[config.mk]
export PLATFORM = sky130hd
export DESIGN_NAME = array_linked_list_engine
export DESIGN_NICKNAME = d
export VERILOG_FILES = /design/src/rtl/alle_pkg.sv /design/src/rtl/alle_cell.sv /design/src/rtl/array_linked_list_engine.sv
export SDC_FILE = /design/constraint.sdc
export NUM_CORES = 1
export LEC_CHECK = 0
export BUFFER_PORTS_ARGS = -buffer_cell sky130_fd_sc_hd__clkbuf_2
export CAP_MARGIN = 25
export CELL_PAD_IN_SITES_DETAIL_PLACEMENT = 1
export CELL_PAD_IN_SITES_GLOBAL_PLACEMENT = 1
export CORE_UTILIZATION = 53
export CTS_CLUSTER_DIAMETER = 150
export CTS_CLUSTER_SIZE = 40
export DETAILED_ROUTE_END_ITERATION = 6
export GPL_TIMING_DRIVEN = 0
export PLACE_DENSITY_LB_ADDON = 0.1
export SLEW_MARGIN = 40
export SYNTH_ARGS = -nofsm -noshare
export SYNTH_HDL_FRONTEND = slang
export SYNTH_HIERARCHICAL = 1
export SYNTH_SLANG_ARGS = --single-unit
export TNS_END_PERCENT = 30
[constraint.sdc]
create_clock -name clock -period 9.9 [get_ports clock]
set_clock_uncertainty 0.1 [all_clocks]
set_input_delay 0.99 -clock clock [delete_from_list [all_inputs] [get_ports clock]]
set_output_delay 0.99 -clock clock [all_outputs]
set_load 0.005 [all_outputs]
[src/rtl/alle_pkg.sv]
`timescale 1ns / 1ps
package alle_pkg;
   localparam int CAPACITY_DEF   = 16;
   localparam int VALUE_BITS_DEF = 32;

   typedef enum logic [2:0] {
      FN_GET    = 3'd0,
      FN_SET    = 3'd1,
      FN_APPEND = 3'd2,
      FN_INSERT = 3'd3,
      FN_REMOVE = 3'd4,
      FN_SEARCH = 3'd5
   } func_type;

   typedef enum logic [1:0] {
      ST_OK        = 2'd0,
      ST_POS_BAD   = 2'd1,
      ST_FULL      = 2'd2,
      ST_NOT_FOUND = 2'd3
   } status_type;

   typedef enum logic [2:0] {
      S_IDLE = 3'b001,
      S_RUN  = 3'b010,
      S_DONE = 3'b100
   } state_type;
endpackage

[src/rtl/alle_cell.sv]
`timescale 1ns / 1ps
module alle_cell #(
   parameter int VALUE_BITS = 32
) (
   input  logic                  clock,
   input  logic                  shift_en,
   input  logic [VALUE_BITS-1:0] data_in,
   output logic [VALUE_BITS-1:0] data_out
);
   logic [VALUE_BITS-1:0] value_ff;

   // one list element; moves one place toward the head on each shift
   always_ff @(posedge clock) begin
      if (shift_en) begin
         value_ff <= data_in;
      end
   end

   assign data_out = value_ff;
endmodule

[src/rtl/array_linked_list_engine.sv]
`timescale 1ns / 1ps
// per beat: accept in idle, one full ring rotation through all cells, then load the response
//   register, which waits while an older response is still unread
// one request at a time: no new request is taken until the engine is back in idle
// reset: synchronous active high; list empties, no request or response pending
// cell contents are not cleared, empty cells are never read as data
module array_linked_list_engine #(
   parameter int CAPACITY   = alle_pkg::CAPACITY_DEF,
   parameter int VALUE_BITS = alle_pkg::VALUE_BITS_DEF
) (
   input  logic        clock,
   input  logic        reset,
   input  logic        req_tvalid,
   output logic        req_tready,
   input  logic [39:0] req_tdata,  // position[3:0], value_in[35:4], zero pad
   input  logic [2:0]  req_tuser,  // func[2:0]
   output logic        rsp_tvalid,
   input  logic        rsp_tready,
   output logic [47:0] rsp_tdata   // value_out[31:0], found_position[35:32],
                                   // status[37:36], list_length[42:38], zero pad
);
   import alle_pkg::*;

   localparam int SW   = (CAPACITY > 1) ? $clog2(CAPACITY) : 1;
   localparam int LW   = $clog2(CAPACITY + 1);
   localparam int CMPW = ((LW > 4) ? LW : 4) + 1;

   // ring of cells, cell 0 is the current list position of the walk
   logic [VALUE_BITS-1:0] cell_q [CAPACITY];
   logic [VALUE_BITS-1:0] ring_in;
   logic                  shift_en;

   genvar gi;
   generate
      for (gi = 0; gi < CAPACITY; gi++) begin : g_cell
         logic [VALUE_BITS-1:0] cin;
         if (gi == CAPACITY - 1) begin : g_tail
            assign cin = ring_in;
         end else begin : g_mid
            assign cin = cell_q[gi+1];
         end
         alle_cell #(.VALUE_BITS(VALUE_BITS)) u_cell (
            .clock    (clock),
            .shift_en (shift_en),
            .data_in  (cin),
            .data_out (cell_q[gi])
         );
      end
   endgenerate

   // control and request registers
   state_type             state_ff, state_in;
   logic [SW-1:0]         step_ff, step_in;
   logic [LW-1:0]         len_ff, len_in;
   func_type              func_ff, func_in;
   logic [3:0]            pos_ff, pos_in;
   logic [VALUE_BITS-1:0] val_ff, val_in;
   status_type            status_ff, status_in;
   logic [VALUE_BITS-1:0] buf_ff, buf_in;     // displaced element during insert
   logic [VALUE_BITS-1:0] vout_ff, vout_in;
   logic [3:0]            fpos_ff, fpos_in;
   logic                  rsp_valid_ff, rsp_valid_in;
   logic [47:0]           rsp_data_ff, rsp_data_in;

   logic                  accept;
   logic [63:0]           val_wide;
   logic [63:0]           vout_wide;
   logic [CMPW-1:0]       k_c, pos_c, len_c, req_pos_c;
   logic                  req_pos_ok, req_full, last_step;

   assign accept     = req_tvalid && req_tready;
   assign req_tready = (state_ff == S_IDLE);
   assign val_wide   = {28'b0, req_tdata[39:4]} & 64'h0000_0000_FFFF_FFFF;
   assign k_c        = CMPW'(step_ff);
   assign pos_c      = CMPW'(pos_ff);
   assign len_c      = CMPW'(len_ff);
   assign req_pos_c  = CMPW'(req_tdata[3:0]);
   assign req_pos_ok = req_pos_c < len_c;
   assign req_full   = len_c >= CMPW'(CAPACITY);
   assign last_step  = (step_ff == SW'(CAPACITY - 1));
   assign shift_en   = (state_ff == S_RUN);
   assign vout_wide  = 64'(vout_ff);

   always_comb begin
      state_in     = state_ff;
      step_in      = step_ff;
      len_in       = len_ff;
      func_in      = func_ff;
      pos_in       = pos_ff;
      val_in       = val_ff;
      status_in    = status_ff;
      buf_in       = buf_ff;
      vout_in      = vout_ff;
      fpos_in      = fpos_ff;
      rsp_valid_in = rsp_valid_ff && !rsp_tready;
      rsp_data_in  = rsp_data_ff;
      ring_in      = cell_q[0];   // by default the element goes round unchanged

      case (state_ff)
         S_IDLE: begin
            if (accept) begin
               func_in = func_type'(req_tuser[2:0]);
               pos_in  = req_tdata[3:0];
               val_in  = val_wide[VALUE_BITS-1:0];
               step_in = '0;
               vout_in = '0;
               fpos_in = '0;
               // range and room checks come before any walk
               case (func_type'(req_tuser[2:0]))
                  FN_GET, FN_SET, FN_REMOVE:
                     status_in = req_pos_ok ? ST_OK : ST_POS_BAD;
                  FN_APPEND:
                     status_in = req_full ? ST_FULL : ST_OK;
                  FN_INSERT:
                     status_in = !req_pos_ok ? ST_POS_BAD : (req_full ? ST_FULL : ST_OK);
                  FN_SEARCH:
                     status_in = ST_NOT_FOUND;
                  default:
                     status_in = ST_OK;
               endcase
               state_in = S_RUN;
            end
         end
         S_RUN: begin
            case (func_ff)
               FN_GET: begin
                  if (status_ff == ST_OK && k_c == pos_c) begin
                     vout_in = cell_q[0];
                  end
               end
               FN_SET: begin
                  if (status_ff == ST_OK && k_c == pos_c) begin
                     vout_in = cell_q[0];
                     ring_in = val_ff;
                  end
               end
               FN_APPEND: begin
                  // the first empty cell takes the new value
                  if (status_ff == ST_OK && k_c == len_c) begin
                     ring_in = val_ff;
                  end
               end
               FN_INSERT: begin
                  // from the position on, everything comes out one step late
                  if (status_ff == ST_OK && k_c >= pos_c) begin
                     ring_in = (k_c == pos_c) ? val_ff : buf_ff;
                     buf_in  = cell_q[0];
                  end
               end
               FN_REMOVE: begin
                  // from the position on, the next cell closes the gap
                  if (status_ff == ST_OK && k_c >= pos_c) begin
                     ring_in = last_step ? '0 : cell_q[1];
                     if (k_c == pos_c) begin
                        vout_in = cell_q[0];
                     end
                  end
               end
               FN_SEARCH: begin
                  // first match only: status leaves not-found once
                  if (status_ff == ST_NOT_FOUND && k_c < len_c && cell_q[0] == val_ff) begin
                     status_in = ST_OK;
                     fpos_in   = 4'(step_ff);
                  end
               end
               default: begin
               end
            endcase
            step_in = step_ff + 1'b1;
            if (last_step) begin
               step_in  = '0;
               state_in = S_DONE;
            end
         end
         S_DONE: begin
            // wait here only while an older response is still unread
            if (!rsp_valid_ff || rsp_tready) begin
               if (status_ff == ST_OK) begin
                  if (func_ff == FN_APPEND || func_ff == FN_INSERT) begin
                     len_in = len_ff + 1'b1;
                  end else if (func_ff == FN_REMOVE) begin
                     len_in = len_ff - 1'b1;
                  end
               end
               rsp_valid_in = 1'b1;
               rsp_data_in  = {5'b0, 5'(len_in), status_ff, fpos_ff, vout_wide[31:0]};
               state_in     = S_IDLE;
            end
         end
         default: begin
            state_in = S_IDLE;
         end
      endcase
   end

   always_ff @(posedge clock) begin
      if (reset) begin
         state_ff     <= S_IDLE;
         step_ff      <= '0;
         len_ff       <= '0;
         rsp_valid_ff <= 1'b0;
      end else begin
         state_ff     <= state_in;
         step_ff      <= step_in;
         len_ff       <= len_in;
         rsp_valid_ff <= rsp_valid_in;
      end
   end

   // payload registers
   always_ff @(posedge clock) begin
      func_ff     <= func_in;
      pos_ff      <= pos_in;
      val_ff      <= val_in;
      status_ff   <= status_in;
      buf_ff      <= buf_in;
      vout_ff     <= vout_in;
      fpos_ff     <= fpos_in;
      rsp_data_ff <= rsp_data_in;
   end

   assign rsp_tvalid = rsp_valid_ff;
   assign rsp_tdata  = rsp_data_ff;
endmodule

==> flow_metrics.tcl, run 1 <==
set metrics [dict create \
    outcome "complete, no violations" \
    yosysMostFrequentCell "edfxtp_1" \
    hold_start "g_cell[5].u_cell/data_out[1]" \
    met1_usage 0.2664 \
    grt_max_degree 87 \
    diodes 0 \
    h-tree-depth 1 \
    grt.total_usage 0.1801 \
    dpl_cell_area_um2 24400 \
    async_reset_ff_frac 0 \
    grt_pass1_wl_mm 58.92 \
    synth_top_cells_by_area "edfxtp_1 87%, o21ai_2 1.2%, a21oi_1 1.1%" \
    fin_crit_sh 0.3292 \
    portBuffers 87 \
    cts_buffer_depth 3 \
    pre_cts_ws_ps 6629 \
    ir_worst_vdd_uv 146.3 \
    grt_antenna_before_repair 0 \
    r2r_cells 9 \
    synth_edf_count 664 \
    drtAntennaViolNets 0 \
    top_usage_layer "met2" \
    synth_top_area_share 0.8700 \
    synth_top_family_by_area "compound AO/OA/AOI/OAI gates" \
    cts_tree "built" \
    r2r_slack_ps 6640 \
    place_congestion 0.8147 \
    num_vias 9620 \
    hp-class "reg -> reg" \
    regArea_um2 20200 \
    yosysSeqAreaShare 0.8814 \
    start_util 0.5415 \
    syn-mean-instance-area_um2 20.82 \
    fin_area_um2 24950 \
    fmax_mhz 306.8 \
    routed_via_density 5.321 \
    synth-compound-area-share 0.04297 \
    yosysWarnings 6 \
    min_period_ps 3259 \
    synth_xor_area_frac 0.01490 \
    fp.coreArea_um2 42320 \
    ctsResizeCount 0 \
    place_inst 1780 \
    numCtsBuffers 20 \
    grtUsageMet2 0.2979 \
    slew_headroom 0.4784 \
    die_w_um 209.9 \
    wl_per_cell_um 21.52 \
    p_leak_uw 0.007967 \
    yosys.area_share.adder 0.007643 \
    drcViolationCount 0 \
    worstMarginPinSlew_ps 778.1 \
    die_area_um2 44080 \
    layout-drive-gt1-share 0.1592 \
    io_pins 97 \
    fin_nets 1286 \
    first_global_vias 9730 \
    fin_util 0.5895 \
    r2r_start "state_ff[1]" \
    area_growth_syn_to_layout_pct 8.861 \
    finalNonFillerCells 1808 \
    rsz0062_at_grt "no" \
    wl_mm 38.91 \
    synth_top_flop_cell "edfxtp_1" \
    postCtsSetupBuffers 0 \
    clk_pin_slew_ps 140 \
    clk_latency_ps 600 \
    arrival_ps 3420 \
    crit_type "reg -> reg" \
    synth_simple_gate_area_frac 0.04035 \
    cts.sinks 677 \
    cts_hold_buf 0 \
    dp_hpwl_mm 25.55 \
    die_h_um 209.9 \
    final.fill_count 3587 \
    fin_ws_ps 6641 \
    drt-pass1-iter-count 4 \
    grt_use_met3 0.02071 \
    gr-total-overflow 0 \
    cts_root_buf "clkbuf_16" \
    start_kind "register" \
    multi_input_area_um2 2501 \
    cp-end-kind "register" \
    min_to "g_cell[4].u_cell/data_out[1]" \
    hold_viol_final 0 \
    netlist_area_um2 22920 \
    cap_viol_max_count 0 \
    synthTopCellsByCount "664 x edfxtp_1, 52 x a21oi_1, 46 x nand2_1" \
    core.rowCount 75 \
    drt_iter0_drc 851 \
    holdPathStages 0 \
    synth_largest_area_cell "edfxtp_1" \
    setup_violations 0 \
    p_per_area_nw_per_um2 178.8 \
    crit_fanout 76 \
    yosysUniqueCellTypes 56 \
    synthCells 1101 \
    drv_slew 0 \
    ys_seq_elements 677 \
    required_ps 10060 \
    hold_slack_ps 312.7 \
    synthMuxAreaShare 0.001310 \
    rr_endpoint "g_cell[13].u_cell/data_out[16]" \
]
state kept, by name, indices dropped and copies added (netlist names):
name,count
step_ff,4
rsp_tdata,43
state_ff,3
g_cell.u_cell/data_out,512
fpos_ff,4
status_ff,2
pos_ff,4
buf_ff,32
vout_ff,32
rsp_tvalid,1
val_ff,32
len_ff,5
func_ff,3
placed cells by master, fill, tap and decap left out, drive strengths merged, types with 2 or more instances in the layout:
master / count
edfxtp: 664
clkbuf: 120
a21oi: 52
nand2: 46
o21ai: 42
nor2: 40
buf: 37
and2: 35
a22oi: 25
xnor2: 21
xor2: 18
ha: 14
nand4: 13
dfxtp: 13
inv: 12
nor3: 8
a22o: 7
nand3: 5
nand2b: 5
conb: 5
a31oi: 5
nor4: 5
nand3b: 4
nor2b: 4
and3: 4
mux2i: 3
clkinv: 3
or3: 2
a21o: 2
or2: 2
o211ai: 2
per-layer routing:
| layer | routed length (µm) | share of wire |
|---|---|---|
| met4 | 509 | 0.013 |
| met1 | 18160 | 0.47 |
| met3 | 1168 | 0.030 |
| met2 | 19070 | 0.49 |
| met5 | 0 | 0 |
area by class of cell:
cell class	instances	share of cell area
tap	577	0.02894
clock inverter	2	0.0008526
inverter	13	0.002106
multi-input combinational	382	0.1003
buffer	33	0.008776
timing repair buffer	98	0.02849
sequential	677	0.8096
clock buffer	26	0.02096
kinds of logic (layout without fill, tap and decap cells):
family / count (synthesis) / after routing
multiplexers: 3 / 3
adder cells (fa/ha/maj): 14 / 14
buffers and inverters: 46 / 172
AND/OR/NAND/NOR: 177 / 177
flip-flops: 677 / 677
XOR/XNOR: 39 / 39
AO/OA/AOI/OAI: 144 / 144
other: 1 / 5
worst max-delay path by stage:
stage	end	start	depth (start not counted)
6_report	g_cell[13].u_cell/data_out[16]	state_ff[1]	9
5_1_grt	g_cell[13].u_cell/data_out[16]	state_ff[1]	9
4_1_cts	g_cell[12].u_cell/data_out[16]	state_ff[1]	9
3_5_place_dp	g_cell[14].u_cell/data_out[10]	state_ff[1]	9
3_3_place_gp	vout_ff[16]	state_ff[1]	8
2_1_floorplan	vout_ff[0]	state_ff[1]	8
worst max-delay path, stage by stage, from the launching register on:
cell	delay, ps
dfxtp_1	440
inv_2	80
or3_1	390
buf_6	150
clkinv_2	60
buf_2	230
buf_8	360
buf_16	320
buf_16	330
buf_16	340
metrics by stage:
stage / TNS [ps] / total power [µW]
2_1_floorplan: 0 / 3345
3_3_place_gp: -102460 / 3403
3_5_place_dp: 0 / 3402
4_1_cts: 0 / 4512
5_1_grt: 0 / 4586
6_report: 0 / 4461
power breakdown:
part	switching, µW	internal [µW]
Sequential	24.9	3180
Combinational	87.9	40.7
Clock	743	384
No activity file was read; power rests on OpenSTA's default activity.
==> run 2: changes to the inputs <==
Settings changed: CORE_UTILIZATION 53 to 48.
Clock period 9.9 ns to 2.68 ns, I/O delays scaled along.
==> flow_metrics.tcl, run 2 (synthesis gave the netlist of run 1 again) <==
set metrics [dict create \
    hp-class "in -> reg" \
    cp-end-kind "register" \
    min_period_ps 2609 \
    fin_crit_sh 0.9737 \
    wl_mm 42.35 \
    regArea_um2 20220 \
    crit_type "reg -> reg" \
    drtAntennaViolNets 0 \
    core.rowCount 79 \
    p_leak_uw 0.008318 \
    cts_buffer_depth 3 \
    numCtsBuffers 20 \
    mostFrequentLayoutCells "664 x edfxtp_1, 88 x clkbuf_2, 50 x a21oi_1" \
    routed_via_density 5.286 \
    num_vias 10010 \
    place_congestion 0.7890 \
    first_global_vias 10050 \
    slew_headroom 0.5167 \
    place_inst 1808 \
    fp.coreArea_um2 46850 \
    layout-drive-gt1-share 0.1765 \
    setup_violations 0 \
    h-tree-depth 1 \
    outcome "finished with violations" \
    cap_viol_max_count 0 \
    arrival_ps 2780 \
    area_growth_syn_to_layout_pct 12.60 \
    fin_nets 1340 \
    clk_pin_slew_ps 150 \
    drt_iter0_drc 926 \
    cts.sinks 677 \
    pre_cts_ws_ps -904.4 \
    cts_root_buf "clkbuf_16" \
    io_pins 97 \
    ir_worst_vdd_uv 607.5 \
    die_h_um 220.5 \
    fin_ws_ps 70.54 \
    start_kind "register" \
    r2r_cells 9 \
    drcViolationCount 10 \
    crit_fanout 49 \
    clk_latency_ps 600 \
    die_area_um2 48620 \
    r2r_slack_ps 70 \
    start_util 0.4892 \
    violations "DRC" \
    power_uw 16710 \
    diodes 0 \
    gr-total-overflow 0 \
    cts_tree "built" \
    largest_reg_flops 512 \
    final.fill_count 4136 \
    grt_max_degree 125 \
    finalNonFillerCells 1893 \
    mostFrequentLayoutCell "edfxtp_1" \
    p_per_area_nw_per_um2 647.4 \
    multi_input_area_um2 2577 \
    worstMarginPinSlew_ps 725.0 \
    portBuffers 87 \
    hold_viol_final 0 \
    drv_slew 0 \
    grt_antenna_before_repair 1 \
    grt.total_usage 0.1772 \
    drt-pass1-iter-count 6 \
    required_ps 2850 \
    fmax_mhz 383.2 \
    holdPathStages 2 \
    die_w_um 220.5 \
    wl_per_cell_um 22.37 \
    grt_pass1_wl_mm 62.89 \
    dp_hpwl_mm 25.69 \
]
==> run 2: path summary, 6_finish.rpt <==
path / startpoint / to
setup / recovery: state_ff[1] / g_cell[11].u_cell/data_out[23]
setup reg to reg: state_ff[1] / g_cell[11].u_cell/data_out[23]
hold / removal: req_tdata[29] / val_ff[25]
hold reg to reg: g_cell[4].u_cell/data_out[16] / g_cell[3].u_cell/data_out[16]
==> run 2: metal layers <==
layer	vias up	GRT usage	wire, µm
li1	4597	-	-
met1	5216	0.2638	20170
met2	150	0.2844	20090
met3	43	0.01924	1187
met4	0	0.04018	902
met5	-	0	0
==> run 2: area by class of cell <==
class                           instances  share of cell area
Multi-Input combinational cell        382             0.09988
Sequential cell                       677              0.7834
Clock buffer                           28             0.02138
Tap cell                              607             0.02943
Timing Repair Buffer                  153             0.05280
Inverter                               13            0.002182
Buffer                                 32             0.01072
Clock inverter                          1           0.0001939
==> run 2: worst max-delay path, cell delays in order (launching register included) <==
cell,delay [ps]
dfxtp_4,400
inv_2,60
or3_4,370
buf_6,150
clkinv_4,60
buf_12,140
buf_16,210
buf_16,210
buf_16,220
buf_16,250
==> run 2: what timing repair did <==
action | CTS | global route
gates cloned | 7 | 0
endpoints found under the hold margin | 44 | 0
setup buffers | 2 | 6
endpoints found under the setup margin | 272 | 156
hold buffers | 42 | 0
resized for setup | 22 | 20
pin swaps | 1 | 8
==> run 2: report_power, final <==
group | internal [µW] | switching (µW)
Combinational | 215 | 356
Clock | 1470 | 2830
Sequential | 11700 | 90.1
Total | 13400 | 3270
==> run 2: per-stage QoR <==
| step | TNS, ps | hold slack (ps) | area, µm² | util |
|---|---|---|---|---|
| after floorplan | -129680 | 240.8 | 22970 | - |
| after global placement | -579010 | 300.3 | 24170 | 0.5159 |
| after detailed placement | -146050 | 305.1 | 24400 | 0.5209 |
| after CTS | -169.2 | 250.4 | 25700 | 0.5484 |
| after global routing | -9.804 | 274.2 | 25810 | 0.5508 |
| final | 0 | 287.4 | 25810 | 0.5508 |
